$ cat src/rtl/pdxc_pkg.sv
// ----------------------------------------------------------------------------
// Packet deframer package
// Shared status codes, register indexes and widths for the deframer.
// ----------------------------------------------------------------------------
package pdxc_pkg;

   localparam int unsigned BYTE_WIDTH   = 8;
   localparam int unsigned LEN_WIDTH    = 16;
   localparam int unsigned STATUS_WIDTH = 2;
   localparam int unsigned CSR_IDX_WIDTH  = 1;
   localparam int unsigned CSR_DATA_WIDTH = 16;

   // Status reported with each result item.
   typedef enum logic [STATUS_WIDTH-1:0] {
      ST_OK           = 2'd0,
      ST_BAD_VERSION  = 2'd1,
      ST_TOO_LONG     = 2'd2,
      ST_BAD_CHECKSUM = 2'd3
   } status_type;

   // Configuration register indexes.
   localparam logic [CSR_IDX_WIDTH-1:0] CSR_EXPECTED_VERSION   = 1'd0;
   localparam logic [CSR_IDX_WIDTH-1:0] CSR_MAX_PAYLOAD_LENGTH = 1'd1;

   // Reset values of the configuration registers.
   localparam logic [BYTE_WIDTH-1:0] EXPECTED_VERSION_RESET   = 8'd1;
   localparam logic [LEN_WIDTH-1:0]  MAX_PAYLOAD_LENGTH_RESET = 16'd256;

endpackage

$ cat src/rtl/packet_deframer_xor_check_unit.sv
// ----------------------------------------------------------------------------
// Packet deframer with XOR checksum
// Parses version / id / length / payload / checksum frames from a byte stream.
// ----------------------------------------------------------------------------
// The unit takes one received byte per input item and parses frames made of a
// version byte, an id byte, a big-endian 16-bit payload length, the payload
// bytes and a checksum byte that is the XOR of every earlier byte of the frame.
// Header bytes produce no result unless the header fails. After the fourth
// header byte the version is checked against expected_version and then the
// length against max_payload_length; a failure produces an end item with
// status 1 or 2 and the unit hunts for a new header. Each payload byte is
// passed out as a data item, and the checksum byte closes the frame with an
// end item carrying status 0 (match) or 3 (mismatch). Every result item also
// carries the id and declared length of the current frame. An accepted byte
// lands in an input register, a single pass of byte-wide logic updates the
// parser state and fills the result register, so with rsp_ready held high the
// unit sustains one item per cycle, and rsp_valid rises once the result of a
// byte has passed from the input register into the result register. The
// result register is only refilled when it is empty or being drained, so a
// stalled consumer holds the pipeline without losing items. Configuration
// writes are taken at any time (csr_ready is always high) and should only be
// issued while the unit is idle.
module packet_deframer_xor_check_unit (
   input  logic                                  clock,
   input  logic                                  reset,
   // Input byte channel.
   input  logic                                  req_valid,
   output logic                                  req_ready,
   input  logic [pdxc_pkg::BYTE_WIDTH-1:0]       req_rx_byte,
   // Result channel.
   output logic                                  rsp_valid,
   input  logic                                  rsp_ready,
   output logic                                  rsp_is_end,
   output logic [pdxc_pkg::BYTE_WIDTH-1:0]       rsp_data_byte,
   output logic [pdxc_pkg::BYTE_WIDTH-1:0]       rsp_packet_id,
   output logic [pdxc_pkg::LEN_WIDTH-1:0]        rsp_payload_length,
   output logic [pdxc_pkg::STATUS_WIDTH-1:0]     rsp_status,
   // Configuration write channel.
   input  logic                                  csr_valid,
   output logic                                  csr_ready,
   input  logic [pdxc_pkg::CSR_IDX_WIDTH-1:0]    csr_index,
   input  logic [pdxc_pkg::CSR_DATA_WIDTH-1:0]   csr_wdata
);

   import pdxc_pkg::*;

   // Parser phase.
   typedef enum logic [1:0] {
      PH_HUNT    = 2'd0,
      PH_PAYLOAD = 2'd1,
      PH_CHECK   = 2'd2
   } phase_type;

   // Configuration registers.
   logic [BYTE_WIDTH-1:0] expected_version_ff;
   logic [LEN_WIDTH-1:0]  max_payload_length_ff;

   // Input register.
   logic                  in_valid_ff;
   logic [BYTE_WIDTH-1:0] in_byte_ff;

   // Parser state.
   phase_type             phase_ff,        phase_in;
   logic [1:0]            header_count_ff, header_count_in;
   logic [BYTE_WIDTH-1:0] version_seen_ff, version_seen_in;
   logic [BYTE_WIDTH-1:0] frame_id_ff,     frame_id_in;
   logic [LEN_WIDTH-1:0]  frame_length_ff, frame_length_in;
   logic [LEN_WIDTH-1:0]  bytes_left_ff,   bytes_left_in;
   logic [BYTE_WIDTH-1:0] running_xor_ff,  running_xor_in;

   // Result register.
   logic                  out_valid_ff;
   logic                  out_is_end_ff;
   logic [BYTE_WIDTH-1:0] out_data_ff;
   logic [BYTE_WIDTH-1:0] out_id_ff;
   logic [LEN_WIDTH-1:0]  out_length_ff;
   status_type            out_status_ff;

   // Single-pass result of the byte held in the input register.
   logic                  advance;
   logic                  emit;
   logic                  emit_is_end;
   logic [BYTE_WIDTH-1:0] emit_data;
   status_type            emit_status;

   // The held byte is processed once the result register can take its result.
   assign advance   = in_valid_ff && (!out_valid_ff || rsp_ready);
   assign req_ready = !in_valid_ff || advance;
   assign csr_ready = 1'b1;

   always_comb begin
      phase_in        = phase_ff;
      header_count_in = header_count_ff;
      version_seen_in = version_seen_ff;
      frame_id_in     = frame_id_ff;
      frame_length_in = frame_length_ff;
      bytes_left_in   = bytes_left_ff;
      running_xor_in  = running_xor_ff;
      emit            = 1'b0;
      emit_is_end     = 1'b0;
      emit_data       = '0;
      emit_status     = ST_OK;

      if (advance) begin
         unique case (phase_ff)
            PH_PAYLOAD: begin
               running_xor_in = running_xor_ff ^ in_byte_ff;
               bytes_left_in  = bytes_left_ff - LEN_WIDTH'(1);
               if (bytes_left_in == '0) begin
                  phase_in = PH_CHECK;
               end
               emit      = 1'b1;
               emit_data = in_byte_ff;
            end
            PH_CHECK: begin
               phase_in        = PH_HUNT;
               header_count_in = 2'd0;
               emit            = 1'b1;
               emit_is_end     = 1'b1;
               emit_status     = (in_byte_ff == running_xor_ff) ? ST_OK : ST_BAD_CHECKSUM;
            end
            default: begin
               // Hunting for a header; the unused phase code lands here too.
               phase_in = PH_HUNT;
               case (header_count_ff)
                  2'd0: begin
                     version_seen_in = in_byte_ff;
                     running_xor_in  = in_byte_ff;
                     header_count_in = 2'd1;
                  end
                  2'd1: begin
                     frame_id_in     = in_byte_ff;
                     running_xor_in  = running_xor_ff ^ in_byte_ff;
                     header_count_in = 2'd2;
                  end
                  2'd2: begin
                     frame_length_in = {in_byte_ff, BYTE_WIDTH'(0)};
                     running_xor_in  = running_xor_ff ^ in_byte_ff;
                     header_count_in = 2'd3;
                  end
                  default: begin
                     frame_length_in = {frame_length_ff[LEN_WIDTH-1:BYTE_WIDTH], in_byte_ff};
                     running_xor_in  = running_xor_ff ^ in_byte_ff;
                     header_count_in = 2'd0;
                     if (version_seen_ff != expected_version_ff) begin
                        emit        = 1'b1;
                        emit_is_end = 1'b1;
                        emit_status = ST_BAD_VERSION;
                     end else if (frame_length_in > max_payload_length_ff) begin
                        emit        = 1'b1;
                        emit_is_end = 1'b1;
                        emit_status = ST_TOO_LONG;
                     end else if (frame_length_in == '0) begin
                        phase_in = PH_CHECK;
                     end else begin
                        bytes_left_in = frame_length_in;
                        phase_in      = PH_PAYLOAD;
                     end
                  end
               endcase
            end
         endcase
      end
   end

   always_ff @(posedge clock) begin
      if (reset) begin
         expected_version_ff   <= EXPECTED_VERSION_RESET;
         max_payload_length_ff <= MAX_PAYLOAD_LENGTH_RESET;
         in_valid_ff           <= 1'b0;
         out_valid_ff          <= 1'b0;
         phase_ff              <= PH_HUNT;
         header_count_ff       <= 2'd0;
         version_seen_ff       <= '0;
         frame_id_ff           <= '0;
         frame_length_ff       <= '0;
         bytes_left_ff         <= '0;
         running_xor_ff        <= '0;
      end else begin
         // Configuration writes; an index outside the list is ignored.
         if (csr_valid && csr_ready) begin
            unique case (csr_index)
               CSR_EXPECTED_VERSION:   expected_version_ff   <= csr_wdata[BYTE_WIDTH-1:0];
               CSR_MAX_PAYLOAD_LENGTH: max_payload_length_ff <= csr_wdata[LEN_WIDTH-1:0];
               default: ;
            endcase
         end

         if (req_valid && req_ready) begin
            in_valid_ff <= 1'b1;
         end else if (advance) begin
            in_valid_ff <= 1'b0;
         end

         if (advance) begin
            out_valid_ff <= emit;
         end else if (rsp_ready) begin
            out_valid_ff <= 1'b0;
         end

         phase_ff        <= phase_in;
         header_count_ff <= header_count_in;
         version_seen_ff <= version_seen_in;
         frame_id_ff     <= frame_id_in;
         frame_length_ff <= frame_length_in;
         bytes_left_ff   <= bytes_left_in;
         running_xor_ff  <= running_xor_in;
      end
   end

   // Payload registers carry no reset.
   always_ff @(posedge clock) begin
      if (req_valid && req_ready) begin
         in_byte_ff <= req_rx_byte;
      end
      if (advance && emit) begin
         out_is_end_ff <= emit_is_end;
         out_data_ff   <= emit_data;
         out_id_ff     <= frame_id_in;
         out_length_ff <= frame_length_in;
         out_status_ff <= emit_status;
      end
   end

   assign rsp_valid          = out_valid_ff;
   assign rsp_is_end         = out_is_end_ff;
   assign rsp_data_byte      = out_data_ff;
   assign rsp_packet_id      = out_id_ff;
   assign rsp_payload_length = out_length_ff;
   assign rsp_status         = out_status_ff;

endmodule

$ cat config.mk
export PLATFORM = sky130hd
export DESIGN_NAME = packet_deframer_xor_check_unit
export DESIGN_NICKNAME = d
export VERILOG_FILES = /design/src/rtl/pdxc_pkg.sv /design/src/rtl/packet_deframer_xor_check_unit.sv
export SDC_FILE = /design/constraint.sdc
export NUM_CORES = 1
export LEC_CHECK = 0
export ABC_AREA = 1
export BUFFER_PORTS_ARGS = -buffer_cell sky130_fd_sc_hd__buf_2
export CAP_MARGIN = 10
export CORE_ASPECT_RATIO = 0.9
export CORE_UTILIZATION = 35
export DETAILED_ROUTE_END_ITERATION = 8
export PLACE_DENSITY_LB_ADDON = 0.15
export RECOVER_POWER = 100
export SLEW_MARGIN = 0
export SYNTH_ARGS = -nofsm -noshare
export SYNTH_HDL_FRONTEND = slang
export SYNTH_SLANG_ARGS = --single-unit
$ cat constraint.sdc
create_clock -name clock -period 2.8 [get_ports clock]
set_clock_uncertainty 0.05 [all_clocks]
set_input_delay 0.56 -clock clock [delete_from_list [all_inputs] [get_ports clock]]
set_output_delay 0.56 -clock clock [all_outputs]
set_load 0.02 [all_outputs]
# ---- After elaboration in Yosys (flattened, before gate mapping)
# Cells that the tools add are included.
dict set report word_totals {
  in_bits 30
  regBits 129
  output_inout_bits 38
}
dict set report classes {
  add_sub_neg 1
  bitwise 5
  n_eq_ne 11
  n_reduce_logical 23
  mux 36
  magnitude_cmp 1
}
# op count
set ops {}
lappend ops {{$mux W16} 6}
lappend ops {{$pmux W16 S2} 2}
lappend ops {{$logic_not A16 Y1} 2}
lappend ops {{$mux W8} 4}
lappend ops {{$mux W2} 9}
lappend ops {{$gt A16 B16 Y1} 1}
lappend ops {{$pmux W8 S2} 1}
lappend ops {{$sub A16 B1 Y16 const B} 1}
lappend ops {{$pmux W2 S2} 3}
lappend ops {{$reduce_and A2 Y1} 6}
lappend ops {{$mux W1} 9}
lappend ops {{$eq A8 B8 Y1} 1}
lappend ops {{$ne A2 B1 Y1 const B} 4}
lappend ops {{$ne A8 B8 Y1} 1}
lappend ops {{$xor A8 B8 Y8} 1}
lappend ops {{$pmux W2 S3} 1}
lappend ops {{$reduce_and A6 Y1} 1}
lappend ops {{$eq A2 B1 Y1 const B} 2}
lappend ops {{$eq A2 B2 Y1 const B} 2}
lappend ops {{$not A1 Y1} 4}
lappend ops {{$reduce_bool A2 Y1} 2}
lappend ops {{$reduce_or A2 Y1} 2}
lappend ops {{$logic_and A1 B1 Y1} 3}
lappend ops {{$reduce_and A3 Y1} 1}
lappend ops {{6 further kinds} 8}

# ---- Logic depth before layout (Yosys ltp)
# Gate-level depths: netlist of the first run.
dict set report depth {
  word_depth 7
  mapped_depth 16
}

# ---- Least setup slack after synthesis of the first run
# Ideal clock, no wire load.
dict set report synth_path {
  path_kind {register to register}
  from {register in_byte_ff[1]}
  to {register out_data_ff[0] (netlist: rsp_data_byte[0]), enable pin}
  setup_slack_ns 0.155
  t_arrival_ns 2.206
  t_required_ns 2.360
  n_path_buf 0
  stages_incl_launch_ff 16
  path_cell_list {edfxtp_1 ha_1 inv_1 o21bai_1 nand2_1 nand2_1 nand2_1 nand2_1 nand2_1 nand2_1 nand2_1 nand2_1 nand2_1 nand2_1 nand2_1 inv_1}
}
dict set report synth_between {
  elab_chain_cells 7
}
# item line
set synth_rtl {}
lappend synth_rtl {{start: declaration} packet_deframer_xor_check_unit.sv:60} ;# logic [BYTE_WIDTH-1:0] in_byte_ff;
lappend synth_rtl {{start signal: assignment} packet_deframer_xor_check_unit.sv:214} ;# in_byte_ff <= req_rx_byte;
lappend synth_rtl {{$gt A16 B16 Y1} packet_deframer_xor_check_unit.sv:149} ;# end else if (frame_length_in > max_payload_length_ff) begin
lappend synth_rtl {{$mux W1} packet_deframer_xor_check_unit.sv:149}
lappend synth_rtl {{$mux W1} packet_deframer_xor_check_unit.sv:145} ;# if (version_seen_ff != expected_version_ff) begin
lappend synth_rtl {{$mux W1} packet_deframer_xor_check_unit.sv:125} ;# case (header_count_ff)
lappend synth_rtl {{$mux W1} packet_deframer_xor_check_unit.sv:105} ;# unique case (phase_ff)
lappend synth_rtl {{$mux W1} packet_deframer_xor_check_unit.sv:104} ;# if (advance) begin
lappend synth_rtl {{$logic_and A1 B1 Y1} packet_deframer_xor_check_unit.sv:216} ;# if (advance && emit) begin
lappend synth_rtl {{end signal: assignment} packet_deframer_xor_check_unit.sv:218} ;# out_data_ff <= emit_data;
lappend synth_rtl {{end: declaration} packet_deframer_xor_check_unit.sv:74} ;# logic [BYTE_WIDTH-1:0] out_data_ff;
# No other way between the ends.
# A chain may end at the register's enable or synchronous reset.

# ---- Worst setup path in the final report of the first run
dict set report layout_path {
  from {register phase_ff[0]}
  to {register version_seen_ff[0]}
}
dict set report layout_between {
  elab_chain_cells 4
  elab_cells_between_ends 5
  classes_between {eq/ne: 2; bitwise: 1; reduce/logical: 2}
}
# item line
set layout_rtl {}
lappend layout_rtl {{start: declaration} packet_deframer_xor_check_unit.sv:63} ;# phase_type phase_ff, phase_in;
lappend layout_rtl {{start signal: assignment} packet_deframer_xor_check_unit.sv:201} ;# phase_ff <= phase_in;
lappend layout_rtl {{$eq A2 B2 Y1 or $eq A2 B1 Y1 (tied branches)} packet_deframer_xor_check_unit.sv:105}
lappend layout_rtl {{$reduce_or A2 Y1 (no source line) (*)} --}
lappend layout_rtl {{$not A1 Y1 (no source line) (*)} --}
lappend layout_rtl {{$reduce_and A3 Y1 (no source line) (*)} --}
lappend layout_rtl {{end signal: assignment} packet_deframer_xor_check_unit.sv:203} ;# version_seen_ff <= version_seen_in;
lappend layout_rtl {{end: declaration} packet_deframer_xor_check_unit.sv:65} ;# logic [BYTE_WIDTH-1:0] version_seen_ff, version_seen_in;
# Mark *: on every way between the ends. The rest lies on a longest branch, timed or not.

==> results of run 1 <==
==> metrics by stage <==
| stage | utilization, % | hold slack, ps | instance area, µm² | cells |
|---|---|---|---|---|
| final | 42.2 | 260 | 7450 | 1117 |
| after detailed placement | 39.6 | 408 | 7000 | 1085 |
| after CTS | 42.7 | 245 | 7550 | 1117 |
| after floorplan | - | 385 | 6350 | 786 |
| after global placement | 39.6 | 402 | 7000 | 1085 |
| after global routing | 42.2 | 246 | 7450 | 1117 |
==> cells in the mapped netlist (3+ instances only) <==
cell | count | share of area (%)
and2_1 | 9 | 0.89
buf_6 | 4 | 0.71
or2_2 | 7 | 0.69
xnor2_1 | 6 | 0.83
nor2_1 | 111 | 6.6
buf_4 | 4 | 0.47
nor2_2 | 11 | 1.1
a21oi_1 | 56 | 4.4
xor2_1 | 7 | 0.97
a211oi_1 | 5 | 0.59
a31oi_1 | 7 | 0.69
nand2_1 | 145 | 8.6
nand3_1 | 23 | 1.8
inv_2 | 16 | 0.95
clkbuf_1 | 13 | 0.77
nand3_2 | 3 | 0.47
nor4_1 | 3 | 0.30
nand2_2 | 6 | 0.59
dfxtp_1 | 86 | 27
nand2_4 | 3 | 0.53
nand4_1 | 7 | 0.69
nor2_4 | 5 | 0.89
buf_2 | 5 | 0.39
inv_1 | 71 | 4.2
edfxtp_1 | 43 | 20
a211oi_2 | 3 | 0.59
a22oi_1 | 8 | 0.95
o21ai_0 | 51 | 4.0
o21ai_1 | 13 | 1.0
nor3_1 | 14 | 1.1
ha_1 | 24 | 4.7
==> worst max-delay path by stage <==
stage	cells after the start	from	slack, ps	endpoint
after CTS	16	in_byte_ff[3]	370	rsp_payload_length[5]
after global routing	9	phase_ff[0]	80	version_seen_ff[0]
after global placement	14	in_byte_ff[5]	420	rsp_packet_id[6]
final	9	phase_ff[0]	270	version_seen_ff[0]
after floorplan	15	in_byte_ff[1]	150	rsp_data_byte[0]
after detailed placement	16	in_byte_ff[3]	400	rsp_packet_id[6]
==> worst max-delay path: cells and delay by family, from the launching register on <==
| family | cells | cell delay (ps) |
|---|---|---|
| adders and majority gates | 1 | 310 |
| and+or+nand+nor | 2 | 300 |
| DFF | 1 | 360 |
| buffers and inverters | 4 | 900 |
| AOI/OAI and AO/OA | 2 | 470 |
==> final cells by class <==
cell class | count | area share [%]
tap | 240 | 4.03
clock inverter | 11 | 0.991
timing repair buffer | 85 | 5.80
inverter | 89 | 4.52
sequential | 129 | 40.5
clock buffer | 21 | 6.47
multi-input combinational | 542 | 37.7
==> state kept, by name, summed over array words and instances (netlist names) <==
name,flops
rsp_valid,1
bytes_left_ff,16
version_seen_ff,8
rsp_payload_length,16
in_byte_ff,8
in_valid_ff,1
expected_version_ff,8
rsp_status,2
phase_ff,2
max_payload_length_ff,16
rsp_data_byte,8
frame_id_ff,8
header_count_ff,2
rsp_is_end,1
running_xor_ff,8
rsp_packet_id,8
frame_length_ff,16
==> cells by family after synthesis <==
kind of cell               synth area share [%]
AOI/OAI and AO/OA                          13.3
xor gates and xnor gates                   1.79
adders and majority gates                  4.73
buffers and inverters                      7.65
DFF                                        47.5
other                                    0.0591
and+or+nand+nor                            25.0
==> where the power goes <==
part	internal, µW	total [µW]	switching (µW)
clock network	1230	2100	862
logic	188	563	375
registers	2000	2050	43.2
==> layer usage <==
metal | vias up | global-route usage (%) | share of wire, %
li1 | 2737 | - | -
met4 | 0 | 5.88 | 1.1
met3 | 14 | 4.62 | 3.5
met1 | 2392 | 26.1 | 49
met2 | 79 | 31.3 | 46
met5 | - | 0 | 0
==> metrics.md, run 1 <==
| Metric | Value |
|---|---|
| Worst reg2reg startpoint | `phase_ff[0]` |
| FMAX | `about 400 MHz` |
| Drc violations | `0` |
| Min Tclk post-route | `2530 ps` |
| Number of enable flip-flop cells after synthesis | `43` |
| Worst path slowest cell | `o21ai_0` |
| Synth Area per Inst | `slightly above 8 µm²` |
| Final Max Tran Viols | `0` |
| Hold Crit Depth | `1` |
| Worst-path fanout max | `16` |
| Cell leakage power | `0.00321 µW` |
| I/O Pins | `68` |
| Synthesis-to-finish area growth | `17.4%` |
| Layout net count | `918` |
| Gr ovfl total | `0` |
| Crit path DAT | `~2800 ps` |
| Post-route antenna net violation count | `0` |
| GRT Util Overall | `19.5%` |
| Post-synthesis sequential area ratio | `47.5%` |
| Num CTS Buffers | `17` |
| Setup Crit Path Kind | `reg -> reg` |
| Row Count | `46` |
| Filler cells | `approximately 1.8k` |
| Root buffer cell | `clkbuf_16` |
| Die W | `144 µm` |
| PD cells | `around 630 nW/µm²` |
| Slew @ Worst Pin | `829 ps` |
| Worst setup margin | `~270 ps` |
| Power Total | `between 4000 and 5000 µW` |
| Max Cap Viol | `0` |
| H-Tree Depth | `4` |
| Antenna diodes | `0` |
| Hold Vio Cnt, Final | `0` |
| Vias in the first global route | `5,111` |
| Netlist cell types | `42` |
| RR Endpoint | `version_seen_ff[0]` |
| Setup slack after placement | `397 ps` |
| Reg2reg path depth | `9` |
| Endpoint of the worst hold path | `in_byte_ff[4]` |
| Ys async rst share | `0%` |
| Required @ worst endpoint | `3040 ps` |
| TNS Setup | `0 ps` |
| Worst hold path type | `in -> reg` |
| Sinks on Clock Net | `between 100 and 150` |
| Top FF cell, synth | `dfxtp_1` |
| Gate Count Post-Synth | `between 700 and 800` |
| RSZ-0062 raised after global routing | `false` |
| Cell Area, Synth | `between 6000 and 7000 µm²` |
| Layout cells sized above 1 | `between 10% and 20%` |
| DR iter-0 viols | `approximately 270` |
| Most frequent cells in the layout | `145 x nand2_1, 114 x nor2_1, 86 x dfxtp_1, 72 x inv_1, 60 x o21ai_0` |
| Initial core utilization | `a little over a third` |
| Peak VDD IR | `roughly 0.43 mV` |
| YS warnings | `0` |
| Clock Latency Late Sink | `between 400 and 500 ps` |
| Via count | `roughly 5.2k` |
| Detailed Place HPWL | `between 10,000 and 15,000 µm` |
| Fin crit share | `~90%` |
| Maximum clock path buffer count | `2` |
| Final setup fails | `0` |
| Via/cell ratio | `about 4.7` |
| Start point of the worst hold path | `req_rx_byte[4]` |
| Most common cell after layout, fill and taps aside | `nand2_1` |
| Chip Height | `~130 µm` |
| Initial antenna violation count | `0` |
| Syn nets | `840` |
| RePlAce Congestion | `between 0.8 and 0.9` |
| Routed len/inst | `15.0 µm` |
| Crit-path cells | `inv_1, ha_1, inv_1, nor2_1, clkbuf_1, nand2_1, clkbuf_1, o21ai_0, a21oi_1` |
| Flops & latches, synth | `~130` |
| CP endpoint kind | `flip-flop` |
| PortBufs | `66` |
| Post-CTS Setup Bufs | `0` |
| Post-Route WL | `16,800 µm` |
| Die ar. | `18,700 µm²` |
| Clk slew on worst S/H paths | `approximately 60 ps` |
| Multi-input logic area | `between 2000 and 3000 µm²` |
| Largest net degree at the start of global routing | `35` |
| Slew HR | `between 40 and 50%` |
| CP max stage delay | `approximately 400 ps` |
| Worst Setup Start Kind | `flip-flop` |
| TritonCTS clock tree | `built` |
| First-pass GRT wire length | `roughly 27,000 µm` |
| Register area | `approximately 3000 µm²` |
| Status | `finished, final reports clean` |
| Core Box Area | `roughly 18,000 µm²` |
| # resized after CTS | `0` |
| Drt pass-1 iters | `4` |
| R2R Setup Slk | `around 270 ps` |
| Cts hold-fix bufs | `0` |
No activity file was read; power rests on OpenSTA's default activity.
==> run 2: changes to the inputs <==
--- a/config.mk
+++ b/config.mk
@@ -12,7 +12,6 @@
 export CORE_UTILIZATION = 35
 export DETAILED_ROUTE_END_ITERATION = 8
 export PLACE_DENSITY_LB_ADDON = 0.15
-export RECOVER_POWER = 100
 export SLEW_MARGIN = 0
 export SYNTH_ARGS = -nofsm -noshare
 export SYNTH_HDL_FRONTEND = slang
==> metrics.md, run 2 (synthesis gave the netlist of run 1 again) <==
| Metric | Value |
|---|---|
| TNS Setup | `0 ps` |
| Hold Crit Depth | `1` |
| PortBufs | `66` |
| CP max stage delay | `480 ps` |
| Sinks on Clock Net | `roughly 130` |
| Worst path slowest cell | `edfxtp_1` |
| WHS | `roughly 260 ps` |
| Drc violations | `0` |
| Drt pass-1 iters | `4` |
| FMAX | `just over 400 MHz` |
| Num CTS Buffers | `17` |
| Hold Vio Cnt, Final | `0` |
| Vias in the first global route | `5,111` |
| Layout cells sized above 1 | `about a fifth` |
| Slew @ Worst Pin | `between 600 and 700 ps` |
| I/O Pins | `between 60 and 70` |
| Cts hold-fix bufs | `0` |
| Setup Crit Path Kind | `reg -> reg` |
| First-pass GRT wire length | `27,200 µm` |
| Post-CTS Setup Bufs | `0` |
| Gr ovfl total | `0` |
| Crit path DAT | `around 2500 ps` |
| Most common cell after layout, fill and taps aside | `nand2_1` |
| Synthesis-to-finish area growth | `19.0%` |
| Core Box Area | `about 18,000 µm²` |
| Detailed Place HPWL | `12,100 µm` |
| Chip Height | `between 100 and 150 µm` |
| Worst hold path type | `in -> reg` |
| Post-Route WL | `around 17,000 µm` |
| Clk slew on worst S/H paths | `around 60 ps` |
| DR iter-0 viols | `269` |
| Crit-path most repeated cell | `nand2_1` |
| Clock Latency Late Sink | `~420 ps` |
| Routed len/inst | `between 15 and 20 µm` |
| Final Max Tran Viols | `0` |
| Via/cell ratio | `4.63` |
| RR Endpoint | `rsp_status[0]` |
| Max Cap Viol | `0` |
| Min Tclk post-route | `~2500 ps` |
| Cell leakage power | `between 0.003 and 0.004 µW` |
| Final core occ | `42.7%` |
| Crit-path cells | `ha_1, nand2_1, inv_1, nand2_1, nand2_1, nand2_1, nand2_1, nand2_1, nand2_1, nand2_1, nand2_1, nand2_1, nand2_1, nand2_1, inv_1, buf_12` |
| Row Count | `46` |
| Slew HR | `~53%` |
| RePlAce Congestion | `between 0.8 and 0.9` |
| # resized after CTS | `0` |
| Maximum clock path buffer count | `2` |
| PD cells | `~620 nW/µm²` |
| Post-route antenna net violation count | `0` |
| H-Tree Depth | `4` |
| Worst-path fanout max | `27` |
| Worst reg2reg startpoint | `in_byte_ff[3]` |
| Worst setup margin | `roughly 350 ps` |
| Layout net count | `between 900 and 1k` |
| Die ar. | `roughly 19,000 µm²` |
| Setup slack after placement | `around 400 ps` |
| Start point of the worst hold path | `req_rx_byte[4]` |
| Root buffer cell | `clkbuf_16` |
| RSZ-0062 raised after global routing | `false` |
| Largest net degree at the start of global routing | `35` |
| Via count | `5,174` |
| Peak VDD IR | `0.429 mV` |
| Reg2reg path depth | `16` |
| Final setup fails | `0` |
| Required @ worst endpoint | `between 2000 and 3000 ps` |
| Antenna diodes | `0` |
| GRT Util Overall | `between 10% and 20%` |
| Endpoint of the worst hold path | `in_byte_ff[4]` |
| Most frequent cells in the layout | `145 x nand2_1, 111 x nor2_1, 86 x dfxtp_1, 71 x inv_1, 66 x buf_2` |
| Fin crit share | `slightly below 90%` |
| Status | `finished, final reports clean` |
| Worst Setup Start Kind | `flip-flop` |
| CP endpoint kind | `flip-flop` |
| Initial antenna violation count | `0` |
| Initial core utilization | `a little over a third` |
| TritonCTS clock tree | `built` |
| Die W | `between 100 and 150 µm` |
| R2R Setup Slk | `approximately 350 ps` |
==> run 2: final cells by class <==
cell class	instances	area, µm²
fillers	1835	10100
flip-flops and latches	129	3010
multi-input cells	542	2850
repair buffers	85	498
clock buffers	21	482
inverters	89	337
well taps	240	300
clock inverters	11	73.8
==> run 2: layer usage <==
metal | share of wire [%] | up-vias | track usage (%)
met2 | 47 | 64 | 31.3
met3 | 3.0 | 14 | 4.62
met1 | 49 | 2363 | 26.1
li1 | - | 2733 | -
met4 | 1.1 | 0 | 5.88
met5 | 0 | - | 0
==> run 2: stage by stage <==
step	instances	cell area, µm²	power [µW]
2_1_floorplan	786	6350	2490
3_3_place_gp	1085	7000	2670
3_5_place_dp	1085	7000	2660
4_1_cts	1117	7550	4770
5_1_grt	1117	7550	4920
6_report	1117	7550	4720
==> run 2: how the worst max path moves through the flow <==
| stage | endpoint | startpoint | cells after the start | slack, ps |
|---|---|---|---|---|
| CTS | rsp_payload_length[5] | in_byte_ff[3] | 16 | 370 |
| global placement | rsp_packet_id[6] | in_byte_ff[5] | 14 | 420 |
| floorplan | rsp_data_byte[0] | in_byte_ff[1] | 15 | 150 |
| detailed placement | rsp_packet_id[6] | in_byte_ff[3] | 16 | 400 |
| finish | rsp_status[0] | in_byte_ff[3] | 16 | 350 |
| global route | rsp_data_byte[3] | in_byte_ff[3] | 16 | 110 |
==> run 2: power breakdown <==
group | switching [µW] | total (µW) | internal (µW)
sequential | 42.9 | 2050 | 2000
clock | 859 | 2090 | 1230
combinational | 380 | 578 | 197
total | 1280 | 4720 | 3430
==> run 2: critical path, delay by kind of cell (launching register included) <==
kind                       cells  cell delay, ps
and+or+nand+nor               12             890
DFF                            1             480
buffers and inverters          3             380
adders and majority gates      1             350
==> run 3: changes to the inputs <==
--- a/config.mk
+++ b/config.mk
@@ -5,7 +5,6 @@
 export SDC_FILE = /design/constraint.sdc
 export NUM_CORES = 1
 export LEC_CHECK = 0
-export ABC_AREA = 1
 export BUFFER_PORTS_ARGS = -buffer_cell sky130_fd_sc_hd__buf_2
 export CAP_MARGIN = 10
 export CORE_ASPECT_RATIO = 0.9
==> metrics.md, run 3 <==
| Metric | Value |
|---|---|
| Status | `finished, final reports clean` |
| Drc violations | `0` |
| DR iter-0 viols | `~240` |
| Worst-path fanout max | `9` |
| TritonCTS clock tree | `built` |
| Num CTS Buffers | `17` |
| Largest net degree at the start of global routing | `38` |
| Row Count | `45` |
| Via count | `slightly below 5k` |
| Syn nets | `a little under 700` |
| First-pass GRT wire length | `~26,000 µm` |
| Worst Setup Start Kind | `flip-flop` |
| Clk slew on worst S/H paths | `60 ps` |
| WHS | `between 200 and 300 ps` |
| Cell Area, Synth | `around 6000 µm²` |
| Placed inst area | `~6700 µm²` |
| YS warnings | `0` |
| Final instance area | `approximately 7400 µm²` |
| Chip Height | `around 130 µm` |
| R2R Setup Slk | `about 160 ps` |
| Min Tclk post-route | `2640 ps` |
| Cell leakage power | `between 0.002 and 0.003 µW` |
| Post-synth top cells | `86 x dfxtp_1, 74 x nand2_1, 46 x nor2_1` |
| Flops & latches, synth | `129` |
| Yosys top cell area share | `about 28%` |
| Top FF cell, synth | `dfxtp_1` |
| Gate Count Post-Synth | `630` |
| Final setup fails | `0` |
| Setup Crit Path Kind | `reg -> reg` |
| Initial core utilization | `approximately 36%` |
| Clock Latency Late Sink | `420 ps` |
| Vias in the first global route | `approximately 4.8k` |
| Cts hold-fix bufs | `0` |
| Crit path DAT | `between 2000 and 3000 ps` |
| TNS Setup | `0 ps` |
| Slew HR | `between 50 and 60%` |
| PortBufs | `between 60 and 70` |
| Worst reg2reg startpoint | `max_payload_length_ff[14]` |
| Hold Vio Cnt, Final | `0` |
| Net Sw Frac | `around a quarter` |
| Pint | `3640 µW` |
| Die W | `between 100 and 150 µm` |
| Routed len/inst | `around 18 µm` |
| Fin crit share | `between 90% and 100%` |
| PD cells | `about 660 nW/µm²` |
| Worst setup margin | `165 ps` |
| Detailed Place HPWL | `approximately 11,000 µm` |
| Ys async rst share | `0%` |
| H-Tree Depth | `4` |
| Antenna diodes | `0` |
| Sinks on Clock Net | `approximately 130` |
| Initial antenna violation count | `0` |
| Worst Setup SP | `max_payload_length_ff[14]` |
| Most frequent cells in the layout | `86 x dfxtp_1, 74 x nand2_1, 66 x buf_2, 46 x nor2_1, 43 x edfxtp_1` |
| Cell taking the most area after synthesis | `dfxtp_1` |
| Layout cells sized above 1 | `around a fifth` |
| FMAX | `379 MHz` |
| Final Max Tran Viols | `0` |
| Worst Setup EP | `rsp_payload_length[13]` |
| I/O Pins | `~70` |
| Sequential power share | `between 40% and 50%` |
| Post-CTS Setup Bufs | `0` |
| Peak VDD IR | `about 0.54 mV` |
| RePlAce Congestion | `just over 0.8` |
| Gr ovfl total | `0` |
| Post-route antenna net violation count | `0` |
| Synth Area per Inst | `around 9.6 µm²` |
| Layout net count | `~760` |
| Synth top area cells | `dfxtp_1 28%, edfxtp_1 21%, ha_1 5.0%, nand2_1 4.6%, mux2i_1 3.3%` |
| RR Endpoint | `rsp_payload_length[13]` |
| RSZ-0062 raised after global routing | `false` |
| Clock power frac | `about half` |
| Maximum clock path buffer count | `2` |
| Setup slack after placement | `205 ps` |
| Combinational share of power | `between 10% and 20%` |
| Post-synthesis sequential area ratio | `49.7%` |
| Number of enable flip-flop cells after synthesis | `43` |
| Reg2reg path depth | `11` |
| Root buffer cell | `clkbuf_16` |
| Post-Route WL | `16,400 µm` |
| Most common cell in the netlist | `dfxtp_1` |
| Final core occ | `a little over two fifths` |
| Worst hold path type | `in -> reg` |
| Die ar. | `17,900 µm²` |
| Drt pass-1 iters | `4` |
| # resized after CTS | `0` |
| Most common cell after layout, fill and taps aside | `dfxtp_1` |
| Slew @ Worst Pin | `between 700 and 800 ps` |
| CP endpoint kind | `flip-flop` |
| Max Cap Viol | `0` |
| Synthesis-to-finish area growth | `21.9%` |
| Psw | `1210 µW` |
| Netlist cell types | `67` |
| Via/cell ratio | `between 5 and 6` |
| GRT Util Overall | `19.2%` |
| Core Box Area | `16,900 µm²` |
| Required @ worst endpoint | `between 2000 and 3000 ps` |
## run 3: cell families (layout without fill, tap and decap cells)
group	after synthesis	in the layout	share of synthesized area, %
simple gates	235	235	20.0
other cells	1	1	0.0618
mux	27	27	4.60
buf+inv	65	150	4.27
compound gates	131	131	13.9
flops	129	129	49.7
fa+ha+maj	24	24	4.95
xor+xnor	18	18	2.60
## run 3: worst max-delay path, cell delays in order, from the launching register on
cell and delay, ps:
dfxtp_1 330, inv_1 50, ha_1 310, nand4_1 150, nand3b_1 210, a21o_1 160
o211ai_1 170, nand2_1 160, a21bo_1 280, a21boi_4 170, buf_12 140, clkbuf_16 160
## run 3: layout make-up
cell class	count	area, µm²
Inverter	25	93.8
Multi-Input combinational cell	436	2800
Clock buffer	19	453
Tap cell	211	264
Clock inverter	13	169
Fill cell	1623	9500
Timing Repair Buffer	93	597
Sequential cell	129	3010
## run 3: worst min-delay path by stage
| stage | start | end | cells after the start |
|---|---|---|---|
| after global routing | req_rx_byte[1] | in_byte_ff[1] | 1 |
| final | req_rx_byte[3] | in_byte_ff[3] | 1 |
| after global placement | max_payload_length_ff[1] | max_payload_length_ff[1] | 2 |
| after detailed placement | max_payload_length_ff[1] | max_payload_length_ff[1] | 2 |
| after CTS | req_rx_byte[3] | in_byte_ff[3] | 1 |
| after floorplan | max_payload_length_ff[10] | max_payload_length_ff[10] | 2 |
## run 3: power groups by stage
stage          Sequential, µW  Clock (µW)  Combinational [µW]
6_report                 2020        2340                 488
5_1_grt                  2030        2460                 546
4_1_cts                  2020        2380                 485
3_5_place_dp             2060           0                 482
3_3_place_gp             2060           0                 472
2_1_floorplan            2060           0                 328
## run 3: through the flow
step	power, µW	std cells
finish	4850	926
CTS	4880	921
global route	5030	926
floorplan	2390	630
global placement	2530	889
detailed placement	2540	889
## run 3: per-layer routing
layer,up-vias,track usage [%],share of wire [%]
met5,-,0,0
met4,0,7.99,1.7
met3,20,3.51,4.1
met2,116,30.0,46
met1,2369,26.1,49
li1,2401,-,-
